==> src/design/qpcu_pkg.sv <==
`timescale 1ns / 1ps
// ---------------------------------------------------------------------------
// qpcu_pkg
// Shared types, register map and count helpers for the pulse counter unit.
// ---------------------------------------------------------------------------
package qpcu_pkg;

  localparam int CFG_AW = 5;
  localparam int CFG_DW = 32;
  localparam int CNT_W  = 16;

  typedef enum logic [2:0] {
    REG_CHAN0_MODES    = 3'd0,
    REG_CHAN1_MODES    = 3'd1,
    REG_EVENT_ENABLES  = 3'd2,
    REG_THRESHOLD_ZERO = 3'd3,
    REG_THRESHOLD_ONE  = 3'd4,
    REG_LOW_LIMIT      = 3'd5,
    REG_HIGH_LIMIT     = 3'd6,
    REG_IRQ_ENABLE     = 3'd7
  } reg_idx_t;

  localparam int EV_LOW   = 0;
  localparam int EV_HIGH  = 1;
  localparam int EV_THR0  = 2;
  localparam int EV_THR1  = 3;
  localparam int EV_ZERO  = 4;

  localparam logic [1:0] EDGE_UP   = 2'd1;
  localparam logic [1:0] EDGE_DOWN = 2'd2;
  localparam logic [1:0] CTL_KEEP  = 2'd0;
  localparam logic [1:0] CTL_REV   = 2'd1;

  typedef struct packed {
    logic [7:0]              chan0_modes;
    logic [7:0]              chan1_modes;
    logic [4:0]              event_enables;
    logic signed [CNT_W-1:0] threshold_zero;
    logic signed [CNT_W-1:0] threshold_one;
    logic signed [CNT_W-1:0] low_limit;
    logic signed [CNT_W-1:0] high_limit;
    logic                    irq_enable;
  } cfg_t;

  typedef enum logic [1:0] {
    STEP_NONE = 2'd0,
    STEP_UP   = 2'd1,
    STEP_DOWN = 2'd2
  } step_t;

  typedef enum logic [1:0] {
    OP_TICK  = 2'd0,
    OP_CLEAR = 2'd1,
    OP_HOLD  = 2'd2
  } op_kind_t;

  typedef struct packed {
    op_kind_t kind;
    logic     edge0;
    step_t    step0;
    logic     edge1;
    step_t    step1;
  } op_t;

  typedef struct packed {
    logic signed [CNT_W-1:0] cnt;
    logic                    flag;
  } cnt_state_t;

  // step of one channel after edge mode and control mode
  function automatic step_t classify(input logic [7:0] modes, input logic level,
                                     input logic ctl);
    logic [1:0] edge_mode;
    logic [1:0] ctl_mode;
    step_t      s;
    edge_mode = level ? modes[1:0] : modes[3:2];
    ctl_mode  = ctl ? modes[7:6] : modes[5:4];
    if (edge_mode == EDGE_UP) begin
      s = STEP_UP;
    end else if (edge_mode == EDGE_DOWN) begin
      s = STEP_DOWN;
    end else begin
      s = STEP_NONE;
    end
    if (ctl_mode == CTL_REV) begin
      if (s == STEP_UP) begin
        s = STEP_DOWN;
      end else if (s == STEP_DOWN) begin
        s = STEP_UP;
      end
    end else if (ctl_mode != CTL_KEEP) begin
      s = STEP_NONE;
    end
    return s;
  endfunction

  // one counted edge: step, reset to zero at a limit, and event checks
  function automatic cnt_state_t apply_edge(input cnt_state_t st, input step_t stp,
                                            input cfg_t cfg);
    cnt_state_t              r;
    logic signed [CNT_W-1:0] val;
    r = st;
    case (stp)
      STEP_UP:   val = st.cnt + CNT_W'(1);
      STEP_DOWN: val = st.cnt - CNT_W'(1);
      default:   val = st.cnt;
    endcase
    if ((cfg.event_enables[EV_LOW] && ($signed(val) <= $signed(cfg.low_limit))) ||
        (cfg.event_enables[EV_HIGH] && ($signed(val) >= $signed(cfg.high_limit)))) begin
      val    = '0;
      r.flag = 1'b1;
    end
    if (cfg.event_enables[EV_THR0] && (val == cfg.threshold_zero)) begin
      r.flag = 1'b1;
    end
    if (cfg.event_enables[EV_THR1] && (val == cfg.threshold_one)) begin
      r.flag = 1'b1;
    end
    if (cfg.event_enables[EV_ZERO] && (val == '0)) begin
      r.flag = 1'b1;
    end
    r.cnt = val;
    return r;
  endfunction

endpackage

==> src/design/qpcu_channels.sv <==
`timescale 1ns / 1ps
// ---------------------------------------------------------------------------
// qpcu channels
// Valid/ready channel interfaces for pin samples and counter results.
// ---------------------------------------------------------------------------
interface qpcu_in_if;
  logic valid;
  logic ready;
  logic action;
  logic sig0_level;
  logic ctrl0_level;
  logic sig1_level;
  logic ctrl1_level;
  logic pause;
  logic hold_reset;

  modport source (output valid, action, sig0_level, ctrl0_level, sig1_level,
                  ctrl1_level, pause, hold_reset, input ready);
  modport sink (input valid, action, sig0_level, ctrl0_level, sig1_level,
                ctrl1_level, pause, hold_reset, output ready);
endinterface

interface qpcu_out_if;
  logic               valid;
  logic               ready;
  logic signed [15:0] count_value;
  logic               irq_raw;
  logic               irq_status;
  logic               thresh0_match;
  logic               thresh1_match;
  logic               low_limit_match;
  logic               high_limit_match;
  logic               zero_match;

  modport source (output valid, count_value, irq_raw, irq_status, thresh0_match,
                  thresh1_match, low_limit_match, high_limit_match, zero_match,
                  input ready);
  modport sink (input valid, count_value, irq_raw, irq_status, thresh0_match,
                thresh1_match, low_limit_match, high_limit_match, zero_match,
                output ready);
endinterface

==> src/design/qpcu_regs.sv <==
`timescale 1ns / 1ps
// ---------------------------------------------------------------------------
// qpcu_regs
// APB-style configuration register file.
// ---------------------------------------------------------------------------
module qpcu_regs (
  input  logic                          clk,
  input  logic                          rst_n,
  input  logic                          psel,
  input  logic                          penable,
  input  logic                          pwrite,
  input  logic [qpcu_pkg::CFG_AW-1:0]   paddr,
  input  logic [qpcu_pkg::CFG_DW-1:0]   pwdata,
  output logic [qpcu_pkg::CFG_DW-1:0]   prdata,
  output logic                          pready,
  output qpcu_pkg::cfg_t                cfg
);
  import qpcu_pkg::*;

  cfg_t     cfg_r;
  cfg_t     cfg_nxt;
  reg_idx_t idx;
  logic     wr_en;

  assign idx    = reg_idx_t'(paddr[CFG_AW-1:2]);
  assign wr_en  = psel && penable && pwrite;
  assign pready = 1'b1;
  assign cfg    = cfg_r;

  always_comb begin
    cfg_nxt = cfg_r;
    if (wr_en) begin
      unique case (idx)
        REG_CHAN0_MODES:    cfg_nxt.chan0_modes    = pwdata[7:0];
        REG_CHAN1_MODES:    cfg_nxt.chan1_modes    = pwdata[7:0];
        REG_EVENT_ENABLES:  cfg_nxt.event_enables  = pwdata[4:0];
        REG_THRESHOLD_ZERO: cfg_nxt.threshold_zero = pwdata[15:0];
        REG_THRESHOLD_ONE:  cfg_nxt.threshold_one  = pwdata[15:0];
        REG_LOW_LIMIT:      cfg_nxt.low_limit      = pwdata[15:0];
        REG_HIGH_LIMIT:     cfg_nxt.high_limit     = pwdata[15:0];
        REG_IRQ_ENABLE:     cfg_nxt.irq_enable     = pwdata[0];
        default:            cfg_nxt = cfg_r;
      endcase
    end
  end

  always_comb begin
    unique case (idx)
      REG_CHAN0_MODES:    prdata = CFG_DW'(cfg_r.chan0_modes);
      REG_CHAN1_MODES:    prdata = CFG_DW'(cfg_r.chan1_modes);
      REG_EVENT_ENABLES:  prdata = CFG_DW'(cfg_r.event_enables);
      REG_THRESHOLD_ZERO: prdata = CFG_DW'($unsigned(cfg_r.threshold_zero));
      REG_THRESHOLD_ONE:  prdata = CFG_DW'($unsigned(cfg_r.threshold_one));
      REG_LOW_LIMIT:      prdata = CFG_DW'($unsigned(cfg_r.low_limit));
      REG_HIGH_LIMIT:     prdata = CFG_DW'($unsigned(cfg_r.high_limit));
      REG_IRQ_ENABLE:     prdata = CFG_DW'(cfg_r.irq_enable);
      default:            prdata = '0;
    endcase
  end

  always_ff @(posedge clk) begin
    if (!rst_n) begin
      cfg_r <= '0;
    end else begin
      cfg_r <= cfg_nxt;
    end
  end

endmodule

==> src/design/qpcu_front.sv <==
`timescale 1ns / 1ps
// ---------------------------------------------------------------------------
// qpcu_front
// Accepts pin samples, detects signal edges and classifies count steps.
// ---------------------------------------------------------------------------
module qpcu_front (
  input  logic            clk,
  input  logic            rst_n,
  qpcu_in_if.sink         in_ch,
  input  qpcu_pkg::cfg_t  cfg,
  input  logic            q_full,
  output logic            q_push,
  output qpcu_pkg::op_t   q_op
);
  import qpcu_pkg::*;

  logic last_sig0_r, last_sig0_nxt;
  logic last_sig1_r, last_sig1_nxt;
  logic take;

  assign in_ch.ready = !q_full;
  assign take        = in_ch.valid && !q_full;
  assign q_push      = take;

  always_comb begin
    q_op          = '0;
    last_sig0_nxt = last_sig0_r;
    last_sig1_nxt = last_sig1_r;
    if (in_ch.action) begin
      q_op.kind = OP_CLEAR;
    end else begin
      last_sig0_nxt = in_ch.sig0_level;
      last_sig1_nxt = in_ch.sig1_level;
      if (in_ch.hold_reset) begin
        q_op.kind = OP_HOLD;
      end else begin
        q_op.kind = OP_TICK;
        if (!in_ch.pause) begin
          q_op.edge0 = in_ch.sig0_level != last_sig0_r;
          q_op.edge1 = in_ch.sig1_level != last_sig1_r;
        end
      end
    end
    q_op.step0 = classify(cfg.chan0_modes, in_ch.sig0_level, in_ch.ctrl0_level);
    q_op.step1 = classify(cfg.chan1_modes, in_ch.sig1_level, in_ch.ctrl1_level);
  end

  always_ff @(posedge clk) begin
    if (!rst_n) begin
      last_sig0_r <= 1'b0;
      last_sig1_r <= 1'b0;
    end else if (take) begin
      last_sig0_r <= last_sig0_nxt;
      last_sig1_r <= last_sig1_nxt;
    end
  end

endmodule

==> src/design/qpcu_fifo.sv <==
`timescale 1ns / 1ps
// ---------------------------------------------------------------------------
// qpcu_fifo
// Two-entry queue of classified operations between front and back.
// ---------------------------------------------------------------------------
module qpcu_fifo (
  input  logic           clk,
  input  logic           rst_n,
  input  logic           push,
  input  qpcu_pkg::op_t  push_op,
  input  logic           pop,
  output qpcu_pkg::op_t  head_op,
  output logic           empty,
  output logic           full
);
  import qpcu_pkg::*;

  op_t        mem_r [2];
  logic       wr_ptr_r, wr_ptr_nxt;
  logic       rd_ptr_r, rd_ptr_nxt;
  logic [1:0] cnt_r, cnt_nxt;

  assign empty   = cnt_r == 2'd0;
  assign full    = cnt_r == 2'd2;
  assign head_op = mem_r[rd_ptr_r];

  always_comb begin
    wr_ptr_nxt = push ? !wr_ptr_r : wr_ptr_r;
    rd_ptr_nxt = pop ? !rd_ptr_r : rd_ptr_r;
    cnt_nxt    = cnt_r + 2'(push) - 2'(pop);
  end

  always_ff @(posedge clk) begin
    if (push) begin
      mem_r[wr_ptr_r] <= push_op;
    end
  end

  always_ff @(posedge clk) begin
    if (!rst_n) begin
      wr_ptr_r <= 1'b0;
      rd_ptr_r <= 1'b0;
      cnt_r    <= 2'd0;
    end else begin
      wr_ptr_r <= wr_ptr_nxt;
      rd_ptr_r <= rd_ptr_nxt;
      cnt_r    <= cnt_nxt;
    end
  end

endmodule

==> src/design/qpcu_back.sv <==
`timescale 1ns / 1ps
// ---------------------------------------------------------------------------
// qpcu_back
// Applies queued operations to the counter and event flag, drives results.
// ---------------------------------------------------------------------------
module qpcu_back (
  input  logic            clk,
  input  logic            rst_n,
  input  qpcu_pkg::cfg_t  cfg,
  input  qpcu_pkg::op_t   head_op,
  input  logic            q_empty,
  output logic            q_pop,
  qpcu_out_if.source      out_ch
);
  import qpcu_pkg::*;

  cnt_state_t st_r, st_nxt;
  cnt_state_t st_mid;
  logic       out_valid_r, out_valid_nxt;

  assign q_pop = !q_empty && (!out_valid_r || out_ch.ready);

  always_comb begin
    st_nxt = st_r;
    st_mid = st_r;
    case (head_op.kind)
      OP_CLEAR: st_nxt.flag = 1'b0;
      OP_HOLD:  st_nxt.cnt  = '0;
      default: begin
        if (head_op.edge0) begin
          st_mid = apply_edge(st_r, head_op.step0, cfg);
        end
        st_nxt = st_mid;
        if (head_op.edge1) begin
          st_nxt = apply_edge(st_mid, head_op.step1, cfg);
        end
      end
    endcase
  end

  always_comb begin
    out_valid_nxt = out_valid_r;
    if (q_pop) begin
      out_valid_nxt = 1'b1;
    end else if (out_ch.ready) begin
      out_valid_nxt = 1'b0;
    end
  end

  always_ff @(posedge clk) begin
    if (!rst_n) begin
      st_r        <= '0;
      out_valid_r <= 1'b0;
    end else begin
      if (q_pop) begin
        st_r <= st_nxt;
      end
      out_valid_r <= out_valid_nxt;
    end
  end

  // result fields follow the live state, which holds while the result waits
  assign out_ch.valid            = out_valid_r;
  assign out_ch.count_value      = st_r.cnt;
  assign out_ch.irq_raw          = st_r.flag;
  assign out_ch.irq_status       = st_r.flag && cfg.irq_enable;
  assign out_ch.thresh0_match    = st_r.cnt == cfg.threshold_zero;
  assign out_ch.thresh1_match    = st_r.cnt == cfg.threshold_one;
  assign out_ch.low_limit_match  = $signed(st_r.cnt) <= $signed(cfg.low_limit);
  assign out_ch.high_limit_match = $signed(st_r.cnt) >= $signed(cfg.high_limit);
  assign out_ch.zero_match       = st_r.cnt == '0;

  a_clear_drops_flag: assert property (@(posedge clk) disable iff (!rst_n)
    q_pop && (head_op.kind == OP_CLEAR) |=> !st_r.flag)
    else $error("flag still set after clear");

  a_hold_zeroes_count: assert property (@(posedge clk) disable iff (!rst_n)
    q_pop && (head_op.kind == OP_HOLD) |=> (st_r.cnt == '0) && $stable(st_r.flag))
    else $error("hold did not zero the counter");

  a_no_edge_keeps_state: assert property (@(posedge clk) disable iff (!rst_n)
    q_pop && (head_op.kind == OP_TICK) && !head_op.edge0 && !head_op.edge1
    |=> $stable(st_r))
    else $error("state changed without a counted edge");

  a_stall_keeps_state: assert property (@(posedge clk) disable iff (!rst_n)
    out_valid_r && !out_ch.ready |=> $stable(st_r) && out_valid_r)
    else $error("state changed while result stalled");

endmodule

==> src/design/quadrature_pulse_counter_unit.sv <==
`timescale 1ns / 1ps
// ---------------------------------------------------------------------------
// quadrature_pulse_counter_unit
// Two-channel pulse counter with limits, thresholds and a sticky interrupt.
//
// in_ch carries one transaction per sampled tick of the pins, or a request
// to clear the interrupt flag (action high). out_ch returns one transaction
// per input transaction, in order, with the counter value, the sticky flag
// and the compare results against the configured thresholds and limits.
// The configuration port is APB-style: write in a setup and an access
// cycle, pready is always high; the user must see that registers are
// written only while idle, which the block does not enforce. The front
// stage detects edges and classifies steps, a two-entry queue decouples it
// from the back stage, which updates the counter once per cycle while the
// queue has an entry and no result is stalled (both channels in one cycle,
// channel zero first). Throughput: one per cycle while out_ch.ready is high.
// Reset (rst_n low, synchronous) clears the registers, counter, flag and
// the last signal levels. When the receiver stalls, the result holds and
// the queue takes up to two more inputs before in_ch.ready drops.
// ---------------------------------------------------------------------------
module quadrature_pulse_counter_unit (
  input  logic                          clk,
  input  logic                          rst_n,
  qpcu_in_if.sink                       in_ch,
  qpcu_out_if.source                    out_ch,
  input  logic                          psel,
  input  logic                          penable,
  input  logic                          pwrite,
  input  logic [qpcu_pkg::CFG_AW-1:0]   paddr,
  input  logic [qpcu_pkg::CFG_DW-1:0]   pwdata,
  output logic [qpcu_pkg::CFG_DW-1:0]   prdata,
  output logic                          pready
);
  import qpcu_pkg::*;

  cfg_t cfg;
  op_t  push_op;
  op_t  head_op;
  logic push;
  logic pop;
  logic q_empty;
  logic q_full;

  qpcu_regs u_regs (
    .clk     (clk),
    .rst_n   (rst_n),
    .psel    (psel),
    .penable (penable),
    .pwrite  (pwrite),
    .paddr   (paddr),
    .pwdata  (pwdata),
    .prdata  (prdata),
    .pready  (pready),
    .cfg     (cfg)
  );

  qpcu_front u_front (
    .clk    (clk),
    .rst_n  (rst_n),
    .in_ch  (in_ch),
    .cfg    (cfg),
    .q_full (q_full),
    .q_push (push),
    .q_op   (push_op)
  );

  qpcu_fifo u_fifo (
    .clk     (clk),
    .rst_n   (rst_n),
    .push    (push),
    .push_op (push_op),
    .pop     (pop),
    .head_op (head_op),
    .empty   (q_empty),
    .full    (q_full)
  );

  qpcu_back u_back (
    .clk     (clk),
    .rst_n   (rst_n),
    .cfg     (cfg),
    .head_op (head_op),
    .q_empty (q_empty),
    .q_pop   (pop),
    .out_ch  (out_ch)
  );

endmodule

==> src/flat_wrapper.sv <==
// flat-port wrapper written by rule: the top's interface ports become plain ports
module quadrature_pulse_counter_unit_flat import qpcu_pkg::*;
  (clk, rst_n, psel, penable, pwrite, paddr, pwdata, prdata, pready, in_ch_valid, in_ch_action, in_ch_sig0_level, in_ch_ctrl0_level, in_ch_sig1_level, in_ch_ctrl1_level, in_ch_pause, in_ch_hold_reset, in_ch_ready, out_ch_valid, out_ch_count_value, out_ch_irq_raw, out_ch_irq_status, out_ch_thresh0_match, out_ch_thresh1_match, out_ch_low_limit_match, out_ch_high_limit_match, out_ch_zero_match, out_ch_ready);
  qpcu_in_if in_ch_i ();
  qpcu_out_if out_ch_i ();
  input  logic clk;
  input  logic rst_n;
  input  logic psel;
  input  logic penable;
  input  logic pwrite;
  input  logic [qpcu_pkg::CFG_AW-1:0] paddr;
  input  logic [qpcu_pkg::CFG_DW-1:0] pwdata;
  output logic [qpcu_pkg::CFG_DW-1:0] prdata;
  output logic pready;
  input wire logic [$bits(in_ch_i.valid)-1:0] in_ch_valid;
  input wire logic [$bits(in_ch_i.action)-1:0] in_ch_action;
  input wire logic [$bits(in_ch_i.sig0_level)-1:0] in_ch_sig0_level;
  input wire logic [$bits(in_ch_i.ctrl0_level)-1:0] in_ch_ctrl0_level;
  input wire logic [$bits(in_ch_i.sig1_level)-1:0] in_ch_sig1_level;
  input wire logic [$bits(in_ch_i.ctrl1_level)-1:0] in_ch_ctrl1_level;
  input wire logic [$bits(in_ch_i.pause)-1:0] in_ch_pause;
  input wire logic [$bits(in_ch_i.hold_reset)-1:0] in_ch_hold_reset;
  output wire logic [$bits(in_ch_i.ready)-1:0] in_ch_ready;
  output wire logic [$bits(out_ch_i.valid)-1:0] out_ch_valid;
  output wire logic [$bits(out_ch_i.count_value)-1:0] out_ch_count_value;
  output wire logic [$bits(out_ch_i.irq_raw)-1:0] out_ch_irq_raw;
  output wire logic [$bits(out_ch_i.irq_status)-1:0] out_ch_irq_status;
  output wire logic [$bits(out_ch_i.thresh0_match)-1:0] out_ch_thresh0_match;
  output wire logic [$bits(out_ch_i.thresh1_match)-1:0] out_ch_thresh1_match;
  output wire logic [$bits(out_ch_i.low_limit_match)-1:0] out_ch_low_limit_match;
  output wire logic [$bits(out_ch_i.high_limit_match)-1:0] out_ch_high_limit_match;
  output wire logic [$bits(out_ch_i.zero_match)-1:0] out_ch_zero_match;
  input wire logic [$bits(out_ch_i.ready)-1:0] out_ch_ready;
  assign in_ch_i.valid = in_ch_valid;
  assign in_ch_i.action = in_ch_action;
  assign in_ch_i.sig0_level = in_ch_sig0_level;
  assign in_ch_i.ctrl0_level = in_ch_ctrl0_level;
  assign in_ch_i.sig1_level = in_ch_sig1_level;
  assign in_ch_i.ctrl1_level = in_ch_ctrl1_level;
  assign in_ch_i.pause = in_ch_pause;
  assign in_ch_i.hold_reset = in_ch_hold_reset;
  assign in_ch_ready = in_ch_i.ready;
  assign out_ch_valid = out_ch_i.valid;
  assign out_ch_count_value = out_ch_i.count_value;
  assign out_ch_irq_raw = out_ch_i.irq_raw;
  assign out_ch_irq_status = out_ch_i.irq_status;
  assign out_ch_thresh0_match = out_ch_i.thresh0_match;
  assign out_ch_thresh1_match = out_ch_i.thresh1_match;
  assign out_ch_low_limit_match = out_ch_i.low_limit_match;
  assign out_ch_high_limit_match = out_ch_i.high_limit_match;
  assign out_ch_zero_match = out_ch_i.zero_match;
  assign out_ch_i.ready = out_ch_ready;
  quadrature_pulse_counter_unit u_core (.clk(clk), .rst_n(rst_n), .in_ch(in_ch_i), .out_ch(out_ch_i), .psel(psel), .penable(penable), .pwrite(pwrite), .paddr(paddr), .pwdata(pwdata), .prdata(prdata), .pready(pready));
endmodule
==> config.mk <==
export PLATFORM = sky130hd
export DESIGN_NAME = quadrature_pulse_counter_unit_flat
export DESIGN_NICKNAME = d
export VERILOG_FILES = /design/src/design/qpcu_pkg.sv /design/src/design/qpcu_channels.sv /design/src/design/qpcu_regs.sv /design/src/design/qpcu_front.sv /design/src/design/qpcu_fifo.sv /design/src/design/qpcu_back.sv /design/src/design/quadrature_pulse_counter_unit.sv /design/src/flat_wrapper.sv
export SDC_FILE = /design/constraint.sdc
export NUM_CORES = 1
export LEC_CHECK = 0
export BUFFER_PORTS_ARGS = -buffer_cell sky130_fd_sc_hd__buf_2
export CELL_PAD_IN_SITES_DETAIL_PLACEMENT = 2
export CELL_PAD_IN_SITES_GLOBAL_PLACEMENT = 2
export CORE_UTILIZATION = 37
export CTS_CLUSTER_SIZE = 24
export DETAILED_ROUTE_END_ITERATION = 8
export PLACE_DENSITY_LB_ADDON = 0.3
export SETUP_SLACK_MARGIN = 0.2
export SYNTH_ARGS = -nofsm -noshare
export SYNTH_HDL_FRONTEND = slang
export SYNTH_HIERARCHICAL = 1
export SYNTH_SLANG_ARGS = --single-unit
==> constraint.sdc <==
create_clock -name clk -period 12.5 [get_ports clk]
set_input_delay 0 -clock clk [delete_from_list [all_inputs] [get_ports clk]]
set_output_delay 0 -clock clk [all_outputs]
set_load 0.02 [all_outputs]
==> flow_metrics.tcl <==
set metrics [dict create \
    synth_seq_cells 127 \
    final_antenna_net_count 0 \
    reg2reg_slack_ns 0.31 \
    dpl_cell_area_um2 14600 \
    drive_above_1_share_pct 14.5 \
    swShare_pct 55.4 \
    drtIter0Drc 1403 \
    start_kind "register" \
    p_switching_mw 2.19 \
    crit_fanout 29 \
    gr-usage-met3_pct 8.04 \
    via_per_inst 6.73 \
    power_leakage_nw 6.31 \
    cp.arrival_ns 12.58 \
    peakVddDrop_v 0.000105 \
    grt_usage_pct 38.9 \
    synth-async-reset-ratio_pct 0 \
    r2r_end "u_core/u_back/out_ch.irq_raw" \
    slew_headroom_pct 2.32 \
    drc 0 \
    grt_pass1_wl_um 108000 \
    crit_top_cell "buf_4" \
    p_comb_share_pct 73.5 \
    clock_power_share_pct 14.3 \
    synth_ff_type "dfxtp_1" \
    status "finished with violations" \
    fmax_mhz 82.0 \
    finalCritPeriodShare_pct 97.5 \
    dieHeight_um 194 \
    internal_power_mw 1.76 \
    max_cap_violations 1 \
    design_area_um2 15500 \
    grt_use_met2_pct 63.4 \
    cts_tree "yes" \
    critical-path-slowest-cell "o21ai_0" \
    worst_setup_path_end_kind "register" \
    final.setup.tns_ns 0 \
    die_w_um 194 \
    clk_pin_slew_worst_paths_ns 0.07 \
    num_vias 15300 \
    avgSynthCellArea_um2 7.91 \
    wirelength_um 74500 \
    ctsHtreeMaxLevel 4 \
    grt-ovfl-total 0 \
    cts.sinks 127 \
    hp-class "primary input to register" \
    start_util_pct 37.9 \
    netlist_area_um2 13600 \
    gr-max-usage-layer "met2" \
    grt_pass1_vias 16300 \
    clkLatencyLatePin_ns 0.47 \
    power_density_nw_per_um2 256 \
    fillCellCount 4061 \
    clk_path_buf_depth 2 \
    setup_slack_ns 0.307 \
    violations "capacitance limit" \
    stdcell_count 2274 \
    ios 109 \
    min_period_ns 12.19 \
    cts_made_buffers 17 \
    setup_viol 0 \
    holdWs_ns 0.0517 \
    min_to "u_core/u_regs/cfg[6]" \
    critPathKind "register to register" \
    worst-path-buf-inv 8 \
    place_inst 2219 \
    ff2ff_path_depth 42 \
    core-area_um2 35800 \
    synth_edf_count 16 \
    root_buffer "clkbuf_16" \
    hold_viol_final 0 \
    hp-start "pwdata[5]" \
    maxSlewViolCount 0 \
    rows 69 \
    syn_inst 1719 \
    grt_max_degree 78 \
    clock-skew-final_ns 0.0276 \
    cp.required_ns 12.88 \
    worst_slew_pin_slew_ns 1.45 \
    yosysSeqAreaShare_pct 19.9 \
    place_congestion 1.06 \
    cp_slowest_stage_delay_ns 0.64 \
    pre_cts_ws_ns 0.529 \
    rsz0062_at_grt "false" \
    dp_hpwl_um 52200 \
    yosysUniqueCellTypes 109 \
    firstDrtPassIters 7 \
    pwr-share-seq_pct 12.2 \
    dieArea_um2 37500 \
    holdPathStages 3 \
    antenna_found_initial 3 \
    met1_usage_pct 46.5 \
    critical-path-top-delay-family "compound AO/OA/AOI/OAI gates" \
    area_growth_pct 13.7 \
    yosysWarnings 6 \
    io_buffers 73 \
    wl_per_cell_um 32.8 \
    fin_nets 1966 \
]
-- metal layers --
| layer | vias to the layer above | wire, µm | share of wire [%] |
|---|---|---|---|
| met3 | 277 | 5710 | 7.7 |
| li1 | 6485 | - | - |
| met4 | 0 | 4900 | 6.6 |
| met5 | - | 0 | 0 |
| met1 | 7721 | 29900 | 40 |
| met2 | 823 | 34000 | 46 |
-- power by group through the flow --
stage          logic, mW  registers, mW  clock network (mW)
3_3_place_gp        2.56          0.486                   0
3_5_place_dp        2.67          0.489                   0
6_report            2.90          0.484               0.564
5_1_grt             3.02          0.485               0.572
2_1_floorplan       1.64          0.481                   0
4_1_cts             2.72          0.481               0.552
-- how the worst max path moves through the flow --
stage / from / to / cells after the start
CTS: register / u_core/u_back/out_ch.irq_raw / 40
floorplan: register / u_core/u_back/out_ch.irq_raw / 47
detailed placement: register / u_core/u_back/out_ch.irq_raw / 42
global route: register / u_core/u_back/out_ch.irq_raw / 46
global placement: register / u_core/u_back/out_ch.irq_raw / 42
finish: register / u_core/u_back/out_ch.irq_raw / 42
-- logic make-up (layout without fill, tap and decap cells) --
kind of cell	Yosys count	count (layout)	synth area share (%)
xor gates and xnor gates	85	85	5.91
muxes	127	127	9.47
other	2	19	0.0553
buffers and inverters	239	316	7.81
AOI/OAI and AO/OA	442	442	23.6
and+or+nand+nor	580	580	22.5
adders and majority gates	117	117	10.8
DFF	127	127	19.9
-- cells in the mapped netlist (all sizes together) (15+ instances only) --
master	count	area share, %
nand2	204	5.6
mux2i	117	8.6
ha	116	11
dfxtp	111	16
inv	105	2.9
a21oi	74	2.7
o21ai	73	2.7
nor2	71	2.1
buf	69	3.1
clkbuf	64	1.8
xnor2	58	4.1
nor3	54	2.1
nor2b	43	2.0
nand3	38	1.4
nand4	38	1.9
a31oi	31	1.5
a21o	26	1.4
xor2	26	1.7
nor4	20	1.1
nand2b	17	0.84
or3	17	0.78
edfxtp	16	3.5
o22ai	16	0.74
o31ai	15	0.83
-- cell type report --
type	instances	area, µm²	area share (%)
inverter	106	399	2.58
timing repair buffer	178	1210	7.83
tap	461	577	3.73
clock buffer	19	443	2.87
clock inverter	13	153	0.987
multi-input combinational	1368	9970	64.5
sequential	127	2700	17.5
antenna	2	5.00	0.0324
-- cell usage in the layout (no fill, tap or decap), types with 12 or more instances in the layout --
cell and n:
a31oi_1 30, nor2b_1 43, a22oi_1 14, nor2_1 66, nand2b_1 16, nand2_1 204
inv_1 100, a21o_1 26, o22ai_1 16, buf_4 88, clkbuf_16 17, a21oi_1 72
nor4_1 17, o2bb2ai_1 12, xnor2_1 50, o31ai_1 15, ha_1 116, nor3_1 51
xor2_1 26, conb_1 17, edfxtp_1 16, o21ai_0 63, and2_1 12, nand4_1 37
o21a_1 14, dlygate4sd3_1 17, buf_2 72, mux2i_1 116, or3_1 17, nand3_1 38
dfxtp_1 110
-- registers in the layout, summed over array words and instances, names as in the netlist, named ones only --
signal,cells
u_core/u_regs/cfg,86
u_core/u_back/out_ch.count_value,16
u_core/u_fifo/mem_r,16
u_core/u_fifo/cnt_r,2
u_core/u_back/out_ch.irq_raw,1
u_core/u_back/out_ch.valid,1
u_core/u_fifo/rd_ptr_r,1
u_core/u_fifo/wr_ptr_r,1
u_core/u_front/last_sig0_r,1
u_core/u_front/last_sig1_r,1
-- worst reg2reg max path: cells and delay by family (launching register included) --
kind,cells,cell delay (ns)
XOR/XNOR,2,0.60
AO/OA/AOI/OAI,18,6.07
buffers and inverters,8,1.59
flip-flops,1,0.45
multiplexers,2,0.59
AND/OR/NAND/NOR,8,1.46
adder cells (fa/ha/maj),4,1.40
-- what timing repair did --
item | 4_1_cts | 5_1_grt
endpoints found under the hold margin | 42 | 0
hold buffers | 17 | 0
setup buffers | 0 | 4
gates resized for setup | 0 | 16
endpoints found under the setup margin | 0 | 1
-- metrics by stage --
stage          utilization, %  power [mW]
6_report                 43.1        3.95
5_1_grt                  43.1        4.08
2_1_floorplan               -        2.12
4_1_cts                  42.8        3.75
3_3_place_gp             40.7        3.05
3_5_place_dp             40.7        3.16
Power figures use the tool's default switching activity.
